$ cat src/sv/mate_methylation_merge_count_core_assert.svh
// Assertion macros for the methylation merge and count block.
`ifndef MATE_METHYLATION_MERGE_COUNT_CORE_ASSERT_SVH
`define MATE_METHYLATION_MERGE_COUNT_CORE_ASSERT_SVH

// Same-cycle implication, disabled while reset is asserted.
`define MMMC_ASSERT_IMPL(lbl, clk, rstn, ante, cons) \
  lbl: assert property (@(posedge clk) disable iff (!rstn) (ante) |-> (cons)) \
    else $error("mmmc assertion failed");

// Next-cycle implication, disabled while reset is asserted.
`define MMMC_ASSERT_NEXT(lbl, clk, rstn, ante, cons) \
  lbl: assert property (@(posedge clk) disable iff (!rstn) (ante) |=> (cons)) \
    else $error("mmmc assertion failed");

`endif

$ cat src/sv/mmmc_pkg.sv
// Shared types and constants of the methylation merge and count block.
`timescale 1ns / 1ps

package mmmc_pkg;

  // Widest site address the queue entries carry (sites up to 4096).
  localparam int unsigned ADDR_W_MAX = 12;

  localparam logic OP_HEADER = 1'b0;
  localparam logic OP_SYMBOL = 1'b1;

  localparam logic [1:0] SYM_UNKNOWN = 2'd0;
  localparam logic [1:0] SYM_METH    = 2'd1;
  localparam logic [1:0] SYM_UNMETH  = 2'd2;

  typedef enum logic [1:0] {
    STATUS_GOOD    = 2'd0,
    STATUS_SHORT   = 2'd1,
    STATUS_INVALID = 2'd2
  } status_e;

  typedef enum logic [1:0] {
    CMD_CLEAR  = 2'd0,
    CMD_WRITE  = 2'd1,
    CMD_REPORT = 2'd2
  } cmd_e;

  typedef struct packed {
    cmd_e                  op;
    logic [ADDR_W_MAX-1:0] site;
    logic [1:0]            sym;
    logic                  last;
    logic                  span_err;
  } cmd_t;

  typedef struct packed {
    logic full;
    logic empty;
  } fifo_status_t;

endpackage

$ cat src/sv/mmmc_if.sv
// Request channel interfaces of the methylation merge and count block.
`timescale 1ns / 1ps

interface mmmc_in_if #(
  parameter int unsigned IDX_W = 28
) ();
  logic             valid;
  logic             ready;
  logic             operation;
  logic [IDX_W-1:0] start_first;
  logic [IDX_W-1:0] start_second;
  logic [8:0]       len_first;
  logic [8:0]       len_second;
  logic             mate;
  logic [7:0]       position;
  logic [1:0]       symbol;
  logic             last;

  modport source (
    output valid, operation, start_first, start_second, len_first, len_second,
           mate, position, symbol, last,
    input  ready
  );
  modport sink (
    input  valid, operation, start_first, start_second, len_first, len_second,
           mate, position, symbol, last,
    output ready
  );
endinterface

interface mmmc_out_if ();
  logic       valid;
  logic       ready;
  logic [8:0] count_meth;
  logic [8:0] count_unmeth;
  logic [1:0] status;

  modport source (
    output valid, count_meth, count_unmeth, status,
    input  ready
  );
  modport sink (
    input  valid, count_meth, count_unmeth, status,
    output ready
  );
endinterface

$ cat src/sv/mmmc_front.sv
// Front end: accepts requests, tracks the pair geometry and classifies symbols.
`timescale 1ns / 1ps

module mmmc_front
  import mmmc_pkg::*;
#(
  parameter int unsigned MAX_SPAN = 256,
  parameter int unsigned IDX_W    = 28
) (
  input  logic         clk_i,
  input  logic         rst_ni,
  mmmc_in_if.sink      in_i,
  input  fifo_status_t fifo_status_i,
  output logic         push_o,
  output cmd_t         cmd_o
);

  localparam int unsigned SW   = $clog2(MAX_SPAN);
  localparam int unsigned SUMW = ((SW > 8) ? SW : 8) + 1;

  logic [8:0]    len_first_q, len_first_d;
  logic [8:0]    len_second_q, len_second_d;
  logic [SW-1:0] off_first_q, off_first_d;
  logic [SW-1:0] off_second_q, off_second_d;
  logic          span_err_q, span_err_d;

  logic             accept;
  logic             is_header;
  logic             first_le;
  logic             both_present;
  logic [IDX_W-1:0] diff;
  logic [8:0]       len_early, len_late;
  logic [IDX_W:0]   far_end;
  logic             span_err_new;
  logic [8:0]       sym_len;
  logic [SW-1:0]    sym_off;
  logic [SUMW-1:0]  site;
  logic [1:0]       sym_norm;
  logic             write_ok;

  assign in_i.ready = !fifo_status_i.full;
  assign accept     = in_i.valid && !fifo_status_i.full;
  assign is_header  = (in_i.operation == OP_HEADER);

  // Header geometry: distance between starts, then the far end seen from the earlier one.
  always_comb begin
    first_le     = (in_i.start_first <= in_i.start_second);
    diff         = first_le ? (in_i.start_second - in_i.start_first)
                            : (in_i.start_first - in_i.start_second);
    len_early    = first_le ? in_i.len_first : in_i.len_second;
    len_late     = first_le ? in_i.len_second : in_i.len_first;
    both_present = (in_i.len_first != 9'd0) && (in_i.len_second != 9'd0);
    far_end      = {1'b0, diff} + (IDX_W+1)'(len_late);
    span_err_new = both_present &&
                   ((far_end > (IDX_W+1)'(MAX_SPAN)) ||
                    ((IDX_W+1)'(len_early) > (IDX_W+1)'(MAX_SPAN)));
  end

  // Symbol classification against the current pair.
  always_comb begin
    sym_len  = in_i.mate ? len_second_q : len_first_q;
    sym_off  = in_i.mate ? off_second_q : off_first_q;
    site     = SUMW'(sym_off) + SUMW'(in_i.position);
    sym_norm = (in_i.symbol == 2'd3) ? SYM_UNKNOWN : in_i.symbol;
    write_ok = !span_err_q && ({1'b0, in_i.position} < sym_len) &&
               (site < SUMW'(MAX_SPAN));
  end

  always_comb begin
    cmd_o.op       = is_header ? CMD_CLEAR : (write_ok ? CMD_WRITE : CMD_REPORT);
    cmd_o.site     = ADDR_W_MAX'(site);
    cmd_o.sym      = sym_norm;
    cmd_o.last     = in_i.last;
    cmd_o.span_err = span_err_new;
    push_o         = accept && (is_header || write_ok || in_i.last);
  end

  always_comb begin
    len_first_d  = len_first_q;
    len_second_d = len_second_q;
    off_first_d  = off_first_q;
    off_second_d = off_second_q;
    span_err_d   = span_err_q;
    if (accept && is_header) begin
      len_first_d  = in_i.len_first;
      len_second_d = in_i.len_second;
      span_err_d   = span_err_new;
      off_first_d  = '0;
      off_second_d = '0;
      if (both_present) begin
        off_first_d  = first_le ? '0 : SW'(diff);
        off_second_d = first_le ? SW'(diff) : '0;
      end
    end
  end

  always_ff @(posedge clk_i or negedge rst_ni) begin
    if (!rst_ni) begin
      len_first_q  <= '0;
      len_second_q <= '0;
      off_first_q  <= '0;
      off_second_q <= '0;
      span_err_q   <= 1'b0;
    end else begin
      len_first_q  <= len_first_d;
      len_second_q <= len_second_d;
      off_first_q  <= off_first_d;
      off_second_q <= off_second_d;
      span_err_q   <= span_err_d;
    end
  end

endmodule

$ cat src/sv/mmmc_fifo.sv
// Small register queue between the front end and the back end.
`timescale 1ns / 1ps

module mmmc_fifo
  import mmmc_pkg::*;
#(
  parameter int unsigned WIDTH = 8,
  parameter int unsigned DEPTH = 4
) (
  input  logic             clk_i,
  input  logic             rst_ni,
  input  logic             push_i,
  input  logic [WIDTH-1:0] data_i,
  input  logic             pop_i,
  output logic [WIDTH-1:0] data_o,
  output fifo_status_t     status_o
);

  localparam int unsigned PW = $clog2(DEPTH);
  localparam int unsigned CW = $clog2(DEPTH + 1);

  logic [WIDTH-1:0] regs_q [DEPTH];
  logic [PW-1:0]    wr_ptr_q, rd_ptr_q;
  logic [CW-1:0]    count_q;

  assign data_o         = regs_q[rd_ptr_q];
  assign status_o.full  = (count_q == CW'(DEPTH));
  assign status_o.empty = (count_q == '0);

  always_ff @(posedge clk_i) begin
    if (push_i) begin
      regs_q[wr_ptr_q] <= data_i;
    end
  end

  always_ff @(posedge clk_i or negedge rst_ni) begin
    if (!rst_ni) begin
      wr_ptr_q <= '0;
      rd_ptr_q <= '0;
      count_q  <= '0;
    end else begin
      if (push_i) begin
        wr_ptr_q <= (wr_ptr_q == PW'(DEPTH - 1)) ? '0 : wr_ptr_q + PW'(1);
      end
      if (pop_i) begin
        rd_ptr_q <= (rd_ptr_q == PW'(DEPTH - 1)) ? '0 : rd_ptr_q + PW'(1);
      end
      if (push_i && !pop_i) begin
        count_q <= count_q + CW'(1);
      end else if (pop_i && !push_i) begin
        count_q <= count_q - CW'(1);
      end
    end
  end

endmodule

$ cat src/sv/mmmc_back.sv
// Back end: site memory, merge of mate calls, running counts and result register.
`timescale 1ns / 1ps

module mmmc_back
  import mmmc_pkg::*;
#(
  parameter int unsigned MAX_SPAN = 256
) (
  input  logic         clk_i,
  input  logic         rst_ni,
  input  cmd_t         cmd_i,
  input  fifo_status_t fifo_status_i,
  input  logic [8:0]   min_sites_i,
  output logic         pop_o,
  mmmc_out_if.source   out_o
);

  localparam int unsigned SW = $clog2(MAX_SPAN);
  localparam int unsigned CW = $clog2(MAX_SPAN + 1);
  localparam int unsigned SC = ((CW + 1) > 9) ? (CW + 1) : 9;

  typedef enum logic {
    ST_IDLE,
    ST_MERGE
  } state_e;

  state_e state_q, state_d;
  cmd_t   entry_q;

  logic [1:0]          mem_q [MAX_SPAN];
  logic [1:0]          rd_data_q;
  logic [MAX_SPAN-1:0] valid_q;
  logic [CW-1:0]       meth_q, meth_d;
  logic [CW-1:0]       unmeth_q, unmeth_d;
  logic                err_q, err_d;

  logic       out_valid_q;
  logic [8:0] out_meth_q, out_unmeth_q;
  status_e    out_status_q;

  logic [SW-1:0] head_addr, entry_addr;
  logic [1:0]    old_val, upd_val;
  logic          mem_we, clear_valid, set_valid, emit;
  logic [SC-1:0] known_sum;
  status_e       status_new;

  assign head_addr  = cmd_i.site[SW-1:0];
  assign entry_addr = entry_q.site[SW-1:0];

  assign pop_o = (state_q == ST_IDLE) && !fifo_status_i.empty &&
                 (!cmd_i.last || !out_valid_q || out_o.ready);

  // A site never written since the last header reads as unknown.
  always_comb begin
    old_val = valid_q[entry_addr] ? rd_data_q : SYM_UNKNOWN;
    if (old_val == SYM_UNKNOWN) begin
      upd_val = entry_q.sym;
    end else if ((entry_q.sym == SYM_UNKNOWN) || (entry_q.sym == old_val)) begin
      upd_val = old_val;
    end else begin
      upd_val = SYM_UNKNOWN;
    end
  end

  always_comb begin
    state_d     = state_q;
    meth_d      = meth_q;
    unmeth_d    = unmeth_q;
    err_d       = err_q;
    mem_we      = 1'b0;
    clear_valid = 1'b0;
    set_valid   = 1'b0;
    emit        = 1'b0;
    case (state_q)
      ST_IDLE: begin
        if (pop_o) begin
          case (cmd_i.op)
            CMD_CLEAR: begin
              meth_d      = '0;
              unmeth_d    = '0;
              err_d       = cmd_i.span_err;
              clear_valid = 1'b1;
              emit        = cmd_i.last;
            end
            CMD_WRITE: begin
              state_d = ST_MERGE;
            end
            default: begin
              emit = cmd_i.last;
            end
          endcase
        end
      end
      ST_MERGE: begin
        mem_we    = 1'b1;
        set_valid = 1'b1;
        meth_d    = meth_q + CW'(upd_val == SYM_METH) - CW'(old_val == SYM_METH);
        unmeth_d  = unmeth_q + CW'(upd_val == SYM_UNMETH) - CW'(old_val == SYM_UNMETH);
        emit      = entry_q.last;
        state_d   = ST_IDLE;
      end
      default: begin
        state_d = ST_IDLE;
      end
    endcase
  end

  always_comb begin
    known_sum = SC'(meth_d) + SC'(unmeth_d);
    if (err_d) begin
      status_new = STATUS_INVALID;
    end else if (known_sum < SC'(min_sites_i)) begin
      status_new = STATUS_SHORT;
    end else begin
      status_new = STATUS_GOOD;
    end
  end

  always_ff @(posedge clk_i) begin
    if (pop_o) begin
      rd_data_q <= mem_q[head_addr];
    end
    if (mem_we) begin
      mem_q[entry_addr] <= upd_val;
    end
  end

  always_ff @(posedge clk_i or negedge rst_ni) begin
    if (!rst_ni) begin
      state_q      <= ST_IDLE;
      entry_q      <= '0;
      valid_q      <= '0;
      meth_q       <= '0;
      unmeth_q     <= '0;
      err_q        <= 1'b0;
      out_valid_q  <= 1'b0;
      out_meth_q   <= '0;
      out_unmeth_q <= '0;
      out_status_q <= STATUS_GOOD;
    end else begin
      state_q  <= state_d;
      meth_q   <= meth_d;
      unmeth_q <= unmeth_d;
      err_q    <= err_d;
      if (pop_o) begin
        entry_q <= cmd_i;
      end
      if (clear_valid) begin
        valid_q <= '0;
      end else if (set_valid) begin
        valid_q[entry_addr] <= 1'b1;
      end
      if (emit) begin
        out_valid_q  <= 1'b1;
        out_meth_q   <= err_d ? 9'd0 : 9'(meth_d);
        out_unmeth_q <= err_d ? 9'd0 : 9'(unmeth_d);
        out_status_q <= status_new;
      end else if (out_o.ready) begin
        out_valid_q <= 1'b0;
      end
    end
  end

  assign out_o.valid        = out_valid_q;
  assign out_o.count_meth   = out_meth_q;
  assign out_o.count_unmeth = out_unmeth_q;
  assign out_o.status       = out_status_q;

endmodule

$ cat src/sv/mate_methylation_merge_count_core.sv
// Top level of the mate-read methylation merge and count block.
// This block merges the per-site methylation calls of two mate reads and
// counts methylated and unmethylated sites; a header request sets the
// geometry of a pair and a request with last set yields one result. The
// front end accepts one request per cycle while its four-entry queue has
// room, and symbols that fall outside their read or the site window cost
// no further time. The back end sets the sustained rate: a stored symbol
// passes through the registered read of the site memory and then the
// merge and write back before another request is popped; a header or a
// last-only request is handled as it is popped. A header clears the whole
// site window at once through a valid bit per site, so no clearing pass
// follows reset. The result waits in an output register, and the back end
// keeps working until it reaches another request with last set.
`timescale 1ns / 1ps

`include "mate_methylation_merge_count_core_assert.svh"

module mate_methylation_merge_count_core
  import mmmc_pkg::*;
#(
  parameter int unsigned MAX_SPAN        = 256,
  parameter int unsigned SITE_INDEX_BITS = 28
) (
  input  logic       clk_i,
  input  logic       rst_ni,
  mmmc_in_if.sink    in_i,
  mmmc_out_if.source out_o,
  input  logic       min_sites_we_i,
  input  logic [8:0] min_sites_i
);

  // Queue depth between the two halves; enough to absorb a burst of headers.
  localparam int unsigned QUEUE_DEPTH = 4;

  logic [8:0]   min_sites_q;
  logic         fifo_push, fifo_pop;
  cmd_t         push_cmd;
  logic [$bits(cmd_t)-1:0] fifo_rdata;
  fifo_status_t fifo_status;

  // The user must see that the threshold register is only written while the block is idle
  // (the block does not enforce it), so the back end may read it directly when it forms a status.
  always_ff @(posedge clk_i or negedge rst_ni) begin
    if (!rst_ni) begin
      min_sites_q <= 9'd1;
    end else if (min_sites_we_i) begin
      min_sites_q <= min_sites_i;
    end
  end

  // The front end owns the pair lengths and offsets, since every symbol
  // request must be classified against the header that preceded it.
  mmmc_front #(
    .MAX_SPAN (MAX_SPAN),
    .IDX_W    (SITE_INDEX_BITS)
  ) u_front (
    .clk_i         (clk_i),
    .rst_ni        (rst_ni),
    .in_i          (in_i),
    .fifo_status_i (fifo_status),
    .push_o        (fifo_push),
    .cmd_o         (push_cmd)
  );

  mmmc_fifo #(
    .WIDTH ($bits(cmd_t)),
    .DEPTH (QUEUE_DEPTH)
  ) u_fifo (
    .clk_i    (clk_i),
    .rst_ni   (rst_ni),
    .push_i   (fifo_push),
    .data_i   (push_cmd),
    .pop_i    (fifo_pop),
    .data_o   (fifo_rdata),
    .status_o (fifo_status)
  );

  // The back end owns the site memory and the running totals.
  mmmc_back #(
    .MAX_SPAN (MAX_SPAN)
  ) u_back (
    .clk_i         (clk_i),
    .rst_ni        (rst_ni),
    .cmd_i         (cmd_t'(fifo_rdata)),
    .fifo_status_i (fifo_status),
    .min_sites_i   (min_sites_q),
    .pop_o         (fifo_pop),
    .out_o         (out_o)
  );

  // The front end must never overrun the queue, nor the back end drain an empty one.
  `MMMC_ASSERT_IMPL(a_no_push_when_full, clk_i, rst_ni, fifo_push, !fifo_status.full)
  `MMMC_ASSERT_IMPL(a_no_pop_when_empty, clk_i, rst_ni, fifo_pop, !fifo_status.empty)
  // A push that is not matched by a pop leaves at least one entry behind.
  `MMMC_ASSERT_NEXT(a_push_fills_queue, clk_i, rst_ni, fifo_push && !fifo_pop, !fifo_status.empty)
  // An invalid span always reports zero counts.
  `MMMC_ASSERT_IMPL(a_invalid_zero_counts, clk_i, rst_ni,
    out_o.valid && (out_o.status == STATUS_INVALID),
    (out_o.count_meth == 9'd0) && (out_o.count_unmeth == 9'd0))

endmodule
$ cat src/flat_wrapper.sv
// flat-port wrapper written by rule: the top's interface ports become plain ports
module mate_methylation_merge_count_core_flat import mmmc_pkg::*;
#(
  parameter int unsigned MAX_SPAN        = 256,
  parameter int unsigned SITE_INDEX_BITS = 28
)
  (clk_i, rst_ni, min_sites_we_i, min_sites_i, in_i_valid, in_i_operation, in_i_start_first, in_i_start_second, in_i_len_first, in_i_len_second, in_i_mate, in_i_position, in_i_symbol, in_i_last, in_i_ready, out_o_valid, out_o_count_meth, out_o_count_unmeth, out_o_status, out_o_ready);
  mmmc_in_if in_i_i ();
  mmmc_out_if out_o_i ();
  input  logic clk_i;
  input  logic rst_ni;
  input  logic min_sites_we_i;
  input  logic [8:0] min_sites_i;
  input wire logic [$bits(in_i_i.valid)-1:0] in_i_valid;
  input wire logic [$bits(in_i_i.operation)-1:0] in_i_operation;
  input wire logic [$bits(in_i_i.start_first)-1:0] in_i_start_first;
  input wire logic [$bits(in_i_i.start_second)-1:0] in_i_start_second;
  input wire logic [$bits(in_i_i.len_first)-1:0] in_i_len_first;
  input wire logic [$bits(in_i_i.len_second)-1:0] in_i_len_second;
  input wire logic [$bits(in_i_i.mate)-1:0] in_i_mate;
  input wire logic [$bits(in_i_i.position)-1:0] in_i_position;
  input wire logic [$bits(in_i_i.symbol)-1:0] in_i_symbol;
  input wire logic [$bits(in_i_i.last)-1:0] in_i_last;
  output wire logic [$bits(in_i_i.ready)-1:0] in_i_ready;
  output wire logic [$bits(out_o_i.valid)-1:0] out_o_valid;
  output wire logic [$bits(out_o_i.count_meth)-1:0] out_o_count_meth;
  output wire logic [$bits(out_o_i.count_unmeth)-1:0] out_o_count_unmeth;
  output wire logic [$bits(out_o_i.status)-1:0] out_o_status;
  input wire logic [$bits(out_o_i.ready)-1:0] out_o_ready;
  assign in_i_i.valid = in_i_valid;
  assign in_i_i.operation = in_i_operation;
  assign in_i_i.start_first = in_i_start_first;
  assign in_i_i.start_second = in_i_start_second;
  assign in_i_i.len_first = in_i_len_first;
  assign in_i_i.len_second = in_i_len_second;
  assign in_i_i.mate = in_i_mate;
  assign in_i_i.position = in_i_position;
  assign in_i_i.symbol = in_i_symbol;
  assign in_i_i.last = in_i_last;
  assign in_i_ready = in_i_i.ready;
  assign out_o_valid = out_o_i.valid;
  assign out_o_count_meth = out_o_i.count_meth;
  assign out_o_count_unmeth = out_o_i.count_unmeth;
  assign out_o_status = out_o_i.status;
  assign out_o_i.ready = out_o_ready;
  mate_methylation_merge_count_core #(.MAX_SPAN(MAX_SPAN), .SITE_INDEX_BITS(SITE_INDEX_BITS)) u_core (.clk_i(clk_i), .rst_ni(rst_ni), .in_i(in_i_i), .out_o(out_o_i), .min_sites_we_i(min_sites_we_i), .min_sites_i(min_sites_i));
endmodule
$ cat config.mk
export PLATFORM = sky130hd
export DESIGN_NAME = mate_methylation_merge_count_core_flat
export DESIGN_NICKNAME = d
export VERILOG_FILES = /design/src/sv/mmmc_pkg.sv /design/src/sv/mmmc_if.sv /design/src/sv/mmmc_front.sv /design/src/sv/mmmc_fifo.sv /design/src/sv/mmmc_back.sv /design/src/sv/mate_methylation_merge_count_core.sv /design/src/flat_wrapper.sv
export VERILOG_INCLUDE_DIRS = /design/src /design/src/sv
export SDC_FILE = /design/constraint.sdc
export NUM_CORES = 2
export LEC_CHECK = 0
export BUFFER_PORTS_ARGS = -buffer_cell sky130_fd_sc_hd__buf_2
export CAP_MARGIN = 20
export CORE_ASPECT_RATIO = 2
export CORE_MARGIN = 2
export CORE_UTILIZATION = 55
export CTS_CLUSTER_SIZE = 25
export DETAILED_ROUTE_END_ITERATION = 10
export GPL_ROUTABILITY_DRIVEN = 0
export PLACE_DENSITY = 0.72
export SLEW_MARGIN = 25
export SYNTH_ARGS = -nofsm -noshare
export SYNTH_HDL_FRONTEND = slang
export SYNTH_SLANG_ARGS = --single-unit
$ cat constraint.sdc
create_clock -name clk_i -period 25.1 [get_ports clk_i]
set_clock_uncertainty 0.05 [all_clocks]
set_input_delay 1.255 -clock clk_i [delete_from_list [all_inputs] [get_ports clk_i]]
set_output_delay 1.255 -clock clk_i [all_outputs]
set_load 0.05 [all_outputs]
Yosys cells after proc, flatten, opt, wreduce, memory -nomap -nowiden
Memory sizes are Yosys's and may differ from the RTL's. A register that Yosys moved wholly into a read port is not among the register bits.
Index checks and enable logic that the tools add are counted.
{"block": "op_classes", "n_eq_ne": 10, "n_addsub": 13, "n_mux": 54, "n_reduce_logical": 34, "bitwise": 3, "order_cmp": 8}
{"cell": "256-bit two-way mux", "count": 2}
{"cell": "256-bit OR", "count": 1}
{"cell": "9-bit two-way mux", "count": 9}
{"cell": "28-bit subtractor", "count": 2}
{"cell": "8-bit two-way mux", "count": 5}
{"cell": "9-bit one-hot mux with 2 select lines", "count": 2}
{"cell": "28-bit by 9-bit adder with 29-bit output", "count": 1}
{"cell": "29-bit by 9-bit > comparator with 1-bit output (second input constant)", "count": 1}
{"cell": "28-bit less-or-equal comparator", "count": 1}
{"cell": "28-bit two-way mux", "count": 1}
{"cell": "1-bit two-way mux", "count": 20}
{"cell": "9-bit by 1-bit adder with 9-bit output", "count": 2}
{"cell": "2-bit two-way mux", "count": 9}
{"cell": "9-bit nonzero test", "count": 2}
{"cell": "9-bit by 1-bit subtractor with 9-bit output", "count": 2}
{"cell": "1-bit logical AND", "count": 12}
{"cell": "9-bit by 9-bit adder with 10-bit output", "count": 1}
{"cell": "2-bit equality test (second input constant)", "count": 5}
{"cell": "10-bit by 9-bit < comparator with 1-bit output", "count": 1}
{"cell": "8-bit by 8-bit adder with 9-bit output", "count": 1}
{"cell": "9-bit > comparator (second input constant)", "count": 1}
{"cell": "8-bit by 9-bit < comparator with 1-bit output", "count": 1}
{"cell": "8-bit by 9-bit < comparator with 1-bit output (second input constant)", "count": 1}
{"cell": "9-bit < comparator (second input constant)", "count": 1}
{"cell": "other kinds (17)", "count": 38}
{"block": "word_totals", "in_bits": 101, "ramBits": 572, "reg_bits": 359, "out_inout_bits": 22, "elab_cells": 145, "memories": 2}
{"name": "u_core.u_back.mem_q", "depth": 256, "width": 2, "read_ports": 1, "rd_ports_with_merged_regs": 1, "write_ports": 1, "line_no": "mmmc_back.sv:30", "rtl": "logic [1:0] mem_q [MAX_SPAN];"}
{"name": "u_core.u_fifo.regs_q", "depth": 4, "width": 15, "read_ports": 1, "rd_ports_with_merged_regs": 0, "write_ports": 1, "line_no": "mmmc_fifo.sv:22", "rtl": "logic [WIDTH-1:0] regs_q [DEPTH];"}

Longest topological paths before layout
{"block": "depth", "depth_word": 15, "depth_mapped": 34, "depth_no_buf": 31}

Cells and area by module
A second synthesis with hierarchy kept.
{"block": "unflattened", "hier_cells": 3496, "area_unflattened_um2": 45210.9}
{"module": "mmmc_back", "area_per_inst_um2": 34755.8, "cells_each": 2372, "seq_area_each_um2": 23142.2, "n_inst": 1}
{"module": "mmmc_front", "area_per_inst_um2": 7070.5, "cells_each": 974, "seq_area_each_um2": 875.8, "n_inst": 1}
{"module": "mmmc_fifo", "area_per_inst_um2": 3011.6, "cells_each": 131, "seq_area_each_um2": 2337.2, "n_inst": 1}
{"module": "mate_methylation_merge_count_core", "area_per_inst_um2": 372.9, "cells_each": 19, "seq_area_each_um2": 226.5, "n_inst": 1}

Worst setup path after synthesis
OpenSTA, ideal clock, no wires.
{"block": "synth_timing", "path_type": "flip-flop to flip-flop", "startpoint": "register u_core.u_back.entry_q (netlist bit u_core.u_back.entry_addr[0])", "endpoint": "register u_core.u_back.out_status_q[0] (netlist: u_core.u_back.out_o.status[0])", "path_stages_with_launch": 31, "t_required_ps": 24982, "arrival_ps": 17350, "path_slack_ps": 7632, "setup_time_ps": 68, "path_buffers": 4, "synth_period_minus_slack_ps": 17468, "path_cell_list": "dfrtp_1 > clkbuf_1 > buf_2 > buf_1 > clkbuf_1 > mux4_2 > mux4_2 > nor2b_1 > a311oi_1 > nand2b_1 > o31ai_1 > nand3_1 > ha_1 > inv_1 > ha_1 > fa_1 > a21o_1 > a21oi_1 > xnor2_1 > nand2_1 > o21ai_0 > ha_1 > a21o_1 > a21o_1 > a21o_1 > a21oi_1 > xnor2_1 > ha_1 > a211o_1 > nor3_1 > a32o_1"}
{"block": "synth_via", "elab_chain_cells": 15, "word_cells_on_any_way": 22, "classes_between": "5 x add/sub; 1 x order compare; 5 x eq/ne; 9 x mux; 2 x reduce/logical"}
{"item": "from (decl)", "line_no": "mmmc_back.sv:28", "rtl": "cmd_t entry_q;"}
{"item": "from (signal assigned)", "line_no": "mmmc_back.sv:146", "rtl": "entry_q <= cmd_i;"}
{"item": "1-bit binary-select mux with 8-bit select (*)", "line_no": "mmmc_back.sv:55", "rtl": "old_val = valid_q[entry_addr] ? rd_data_q : SYM_UNKNOWN;"}
{"item": "1-bit two-way mux (not written as such) (*)", "line_no": "mmmc_back.sv:55"}
{"item": "2-bit two-way mux (*)", "line_no": "mmmc_back.sv:55"}
{"item": "2-bit equality test", "line_no": "mmmc_back.sv:58", "rtl": "end else if ((entry_q.sym == SYM_UNKNOWN) || (entry_q.sym == old_val)) begin"}
{"item": "1-bit logical OR", "line_no": "mmmc_back.sv:58"}
{"item": "2-bit two-way mux", "line_no": "mmmc_back.sv:58"}
{"item": "2-bit two-way mux (*)", "line_no": "mmmc_back.sv:56", "rtl": "if (old_val == SYM_UNKNOWN) begin"}
{"item": "named net u_core.u_back.upd_val[1]", "line_no": "mmmc_back.sv:42", "rtl": "logic [1:0] old_val, upd_val;"}
{"item": "2-bit equality test (*)", "line_no": "mmmc_back.sv:98", "rtl": "unmeth_d = unmeth_q + CW'(upd_val == SYM_UNMETH) - CW'(old_val == SYM_UNMETH);"}
{"item": "9-bit by 1-bit adder with 9-bit output (*)", "line_no": "mmmc_back.sv:98"}
{"item": "9-bit by 1-bit subtractor with 9-bit output (*)", "line_no": "mmmc_back.sv:98"}
{"item": "9-bit one-hot mux with 2 select lines (*)", "line_no": "mmmc_back.sv:74", "rtl": "case (state_q)"}
{"item": "named net u_core.u_back.unmeth_d[4]", "line_no": "mmmc_back.sv:34", "rtl": "logic [CW-1:0] unmeth_q, unmeth_d;"}
{"item": "9-bit by 9-bit adder with 10-bit output (*)", "line_no": "mmmc_back.sv:109", "rtl": "known_sum = SC'(meth_d) + SC'(unmeth_d);"}
{"item": "10-bit by 9-bit < comparator with 1-bit output (*)", "line_no": "mmmc_back.sv:112", "rtl": "end else if (known_sum < SC'(min_sites_i)) begin"}
{"item": "1-bit two-way mux (*)", "line_no": "mmmc_back.sv:112"}
{"item": "2-bit two-way mux (*)", "line_no": "mmmc_back.sv:110", "rtl": "if (err_d) begin"}
{"item": "to (signal assigned)", "line_no": "mmmc_back.sv:157", "rtl": "out_status_q <= status_new;"}
{"item": "to (decl)", "line_no": "mmmc_back.sv:39", "rtl": "status_e out_status_q;"}
Mark *: on every way through the listed nets, which the timed path passes. The rest lies on a longest branch. The select of a mux whose other input is x is not followed.
A chain may end at the register's enable or synchronous reset.

Worst setup path after layout
Ends and elaborated chain as after synthesis.

==> impl_metrics.env <==
export IMPL_status="complete, no violations"
export IMPL_regArea_sq_um=26100
export IMPL_synth_area_leader_cell="edfxtp_1"
export IMPL_rows=147
export IMPL_ios=123
export IMPL_r2r_slack_ns=15.56
export IMPL_synth_cell_types=85
export IMPL_drcViolationCount=0
export IMPL_gr_max_usage_layer="met2"
export IMPL_rr_worst_depth=29
export IMPL_finalWirelength_um=114000
export IMPL_area_delta_synth_final_pct=9.62
export IMPL_hold_viol=0
export IMPL_min_to="u_core.u_front.len_first_q[2]"
export IMPL_min_from="u_core.u_front.len_first_q[2]"
export IMPL_postCtsHoldBufs=0
export IMPL_synthesis_nets=3490
export IMPL_dieArea_sq_um=83100
export IMPL_r2r_start="u_core.u_back.entry_addr[0]"
export IMPL_core_area_sq_um=80000
export IMPL_crit_slowest_cell="dfrtp_4"
export IMPL_post_cts_setup_buffers=0
export IMPL_cts_buffer_depth=3
export IMPL_synth_seq_cells=929
export IMPL_rr_endpoint="u_core.u_back.out_o.status[0]"
export IMPL_crit_type="reg -> reg"
export IMPL_avgRoutedWirePerCell_um=25.9
export IMPL_clkLatencyLatePin_ns=0.67
export IMPL_crit_path_start_kind="flop"
export IMPL_fillers=5979
export IMPL_post_route_min_period_ns=9.54
export IMPL_antenna_found_initial=0
export IMPL_grt_max_degree=259
export IMPL_setup_tns_ns=0
export IMPL_cts_buffers=78
export IMPL_arrival_ns=10.10
export IMPL_power_density_nw_per_um2=112
export IMPL_postCtsResizedCells=0
export IMPL_synth_main_ff_cell="edfxtp_1"
export IMPL_drt_iter0_drc=2532
export IMPL_ant_nets=0
export IMPL_nets=3531
export IMPL_cts_root_buf="clkbuf_16"
export IMPL_die_w_um=205
export IMPL_synth_seq_area_share=0.588
export IMPL_worst_pin_slew_ns=1.12
export IMPL_max_cap_viol_count=0
export IMPL_grt_pass1_wl_um=173000
export IMPL_antenna_cells=0
export IMPL_power_mw=5.43
export IMPL_synth_edf_count=570
export IMPL_fmax_ghz=0.105
export IMPL_gr_total_overflow=0
export IMPL_syn_area_sq_um=44400
export IMPL_portBuffers=122
export IMPL_slowest_delay_ns=0.84
export IMPL_synth_top_area_share=0.386
export IMPL_rsz0062_at_grt="no"
export IMPL_start_util=0.554
export IMPL_end_kind="flop"
export IMPL_ir_drop_uv=95.5
export IMPL_slew_headroom=0.253
export IMPL_slew_viol_final=0
export IMPL_netlist_top_cells_area="edfxtp_1 (39%), dfrtp_1 (20%), mux4_2 (11%), o21a_1 (4.7%), ha_1 (3.4%)"
export IMPL_final_layout_size_suffix_gt1_frac=0.175
export IMPL_fin_crit_sh=0.380
export IMPL_h_tree_depth=3
export IMPL_syn_inst=3261
export IMPL_finalSetupViolations=0
export IMPL_grt_usage=0.280
export IMPL_cts_tree="built"
export IMPL_required_ns=25.66
export IMPL_path_max_fanout=138
export IMPL_grt_pass1_vias=30004
export IMPL_startpoint="u_core.u_back.entry_addr[0]"
export IMPL_die_h_um=406
export IMPL_ys_warn_count=0
export IMPL_num_vias=28343
export IMPL_clkTransAtPathRegs_ns=0.07
export IMPL_hp_class="reg -> reg"
export IMPL_grtUsageMet3=0.0328
export IMPL_synth_avg_cell_area_sq_um=13.6
export IMPL_grt_util_met1=0.292
export IMPL_grt_use_met2=0.516
export IMPL_p_leak_nw=18.6
export IMPL_vias_per_cell=6.43
export IMPL_drt_pass1_iter_count=7
export IMPL_cts_sinks=929
export IMPL_multiInputGateArea_sq_um=17000
export IMPL_holdPathStages=2
export IMPL_hpwl_um=77900
export IMPL_async_reset_ff_frac=0.386
[cells by family after synthesis]
| family | synth area share |
|---|---|
| xor+xnor | 0.0152 |
| buf+inv | 0.0294 |
| mux | 0.136 |
| flops | 0.588 |
| simple gates | 0.0744 |
| compound gates | 0.119 |
| fa+ha+maj | 0.0375 |
[worst max-delay path: cells and delay by family (launching register included)]
family          cells  cell delay, ns
mux                 4            2.23
compound gates     12            2.86
simple gates        3            0.41
buf+inv             3            1.21
flops               1            0.84
xor+xnor            2            0.28
fa+ha+maj           5            1.53
[per-layer routing]
metal  wire [um]  vias up
li1            -    12351
met5           0        -
met3        5850      446
met2       62200     1248
met4        8900        0
met1       37400    14298
[where the power goes]
group	internal, mW	leakage [nW]	total, mW	switching (mW)
combinational	0.807	7.34	2.14	1.33
sequential	1.89	10.0	2.01	0.120
clock	0.712	1.30	1.28	0.565
total	3.41	18.6	5.43	2.02
[area by class of cell]
class	instances	area share
clock inverters	38	0.0102
multi-input cells	1999	0.350
repair buffers	163	0.0206
clock buffers	108	0.0450
flip-flops and latches	929	0.537
well taps	1043	0.0268
inverters	131	0.0101
[synth_stat cells, types with 5 or more instances]
master	count
edfxtp_1	570
dfrtp_1	358
nor2_1	293
o21a_1	279
mux4_2	225
nand2_1	218
clkbuf_1	148
inv_1	131
ha_1	120
a21oi_1	116
o21ai_0	92
mux2i_1	55
xnor2_1	48
a211oi_1	46
a21o_1	41
nor3_1	39
mux2_2	38
nor2b_1	37
nand3_1	34
buf_1	32
xor2_1	29
a22o_1	28
nand2b_1	23
o211ai_1	21
nand4_1	19
o21bai_1	19
a211o_1	18
buf_2	16
nor4_1	16
and3_1	10
o31ai_1	10
fa_1	8
o221ai_1	8
a221oi_1	7
and2_1	7
a21boi_0	5
nor3b_1	5
o211a_1	5
or4_1	5
[flip-flops by register name, summed over array words and instances, names as in the netlist]
register	count
u_core.u_front.len_first_q	9
u_core.u_front.len_second_q	9
u_core.min_sites_q	9
u_core.u_front.off_first_q	8
u_core.u_front.span_err_q	1
u_core.u_fifo.wr_ptr_q	2
u_core.u_back.out_o.status	2
u_core.u_fifo.rd_ptr_q	2
u_core.u_front.off_second_q	8
u_core.u_back.err_q	1
u_core.u_fifo.count_q	3
u_core.u_fifo.regs_q	56
u_core.u_back.meth_q	9
u_core.u_back.out_o.count_meth	9
u_core.u_back.entry_q	3
u_core.u_back.out_o.valid	1
u_core.u_back.unmeth_q	9
u_core.u_back.mem_q	512
u_core.u_back.entry_addr	8
u_core.u_back.out_o.count_unmeth	9
u_core.u_back.rd_data_q	2
u_core.u_back.state_q	1
u_core.u_back.valid_q	256
[worst max-delay path by stage]
stage | endpoint | slack [ns]
floorplan | u_core.u_back.out_o.status[0] | 7.63
global placement | u_core.u_back.out_o.status[0] | 15.27
detailed placement | u_core.u_back.out_o.status[0] | 15.01
CTS | u_core.u_back.out_o.status[0] | 14.96
global route | u_core.u_back.out_o.status[0] | 14.99
finish | u_core.u_back.out_o.status[0] | 15.56
[per-stage QoR]
step / hold slack [ns] / instance area (sq um) / utilization / worst slack (ns) / std cells
floorplan: 0.388 / 44400 / - / 7.63 / 3261
detailed placement: 0.411 / 45900 / 0.573 / 15.01 / 4264
global placement: 0.407 / 45900 / 0.573 / 15.27 / 4264
finish: 0.427 / 48600 / 0.608 / 15.56 / 4411
global route: 0.445 / 48600 / 0.608 / 14.99 / 4411
CTS: 0.428 / 48600 / 0.607 / 14.96 / 4410
[cell usage in the layout (no fill, tap or decap), types with 92 or more instances in the layout]
cell type	netlist	routed
ha_1	120	120
nor2_1	293	291
dfrtp_1	358	354
inv_1	131	131
mux4_2	225	222
a21oi_1	116	116
o21ai_0	92	92
edfxtp_1	570	570
nand2_1	218	217
buf_2	16	121
o21a_1	279	279
Power figures use the tool's default switching activity.
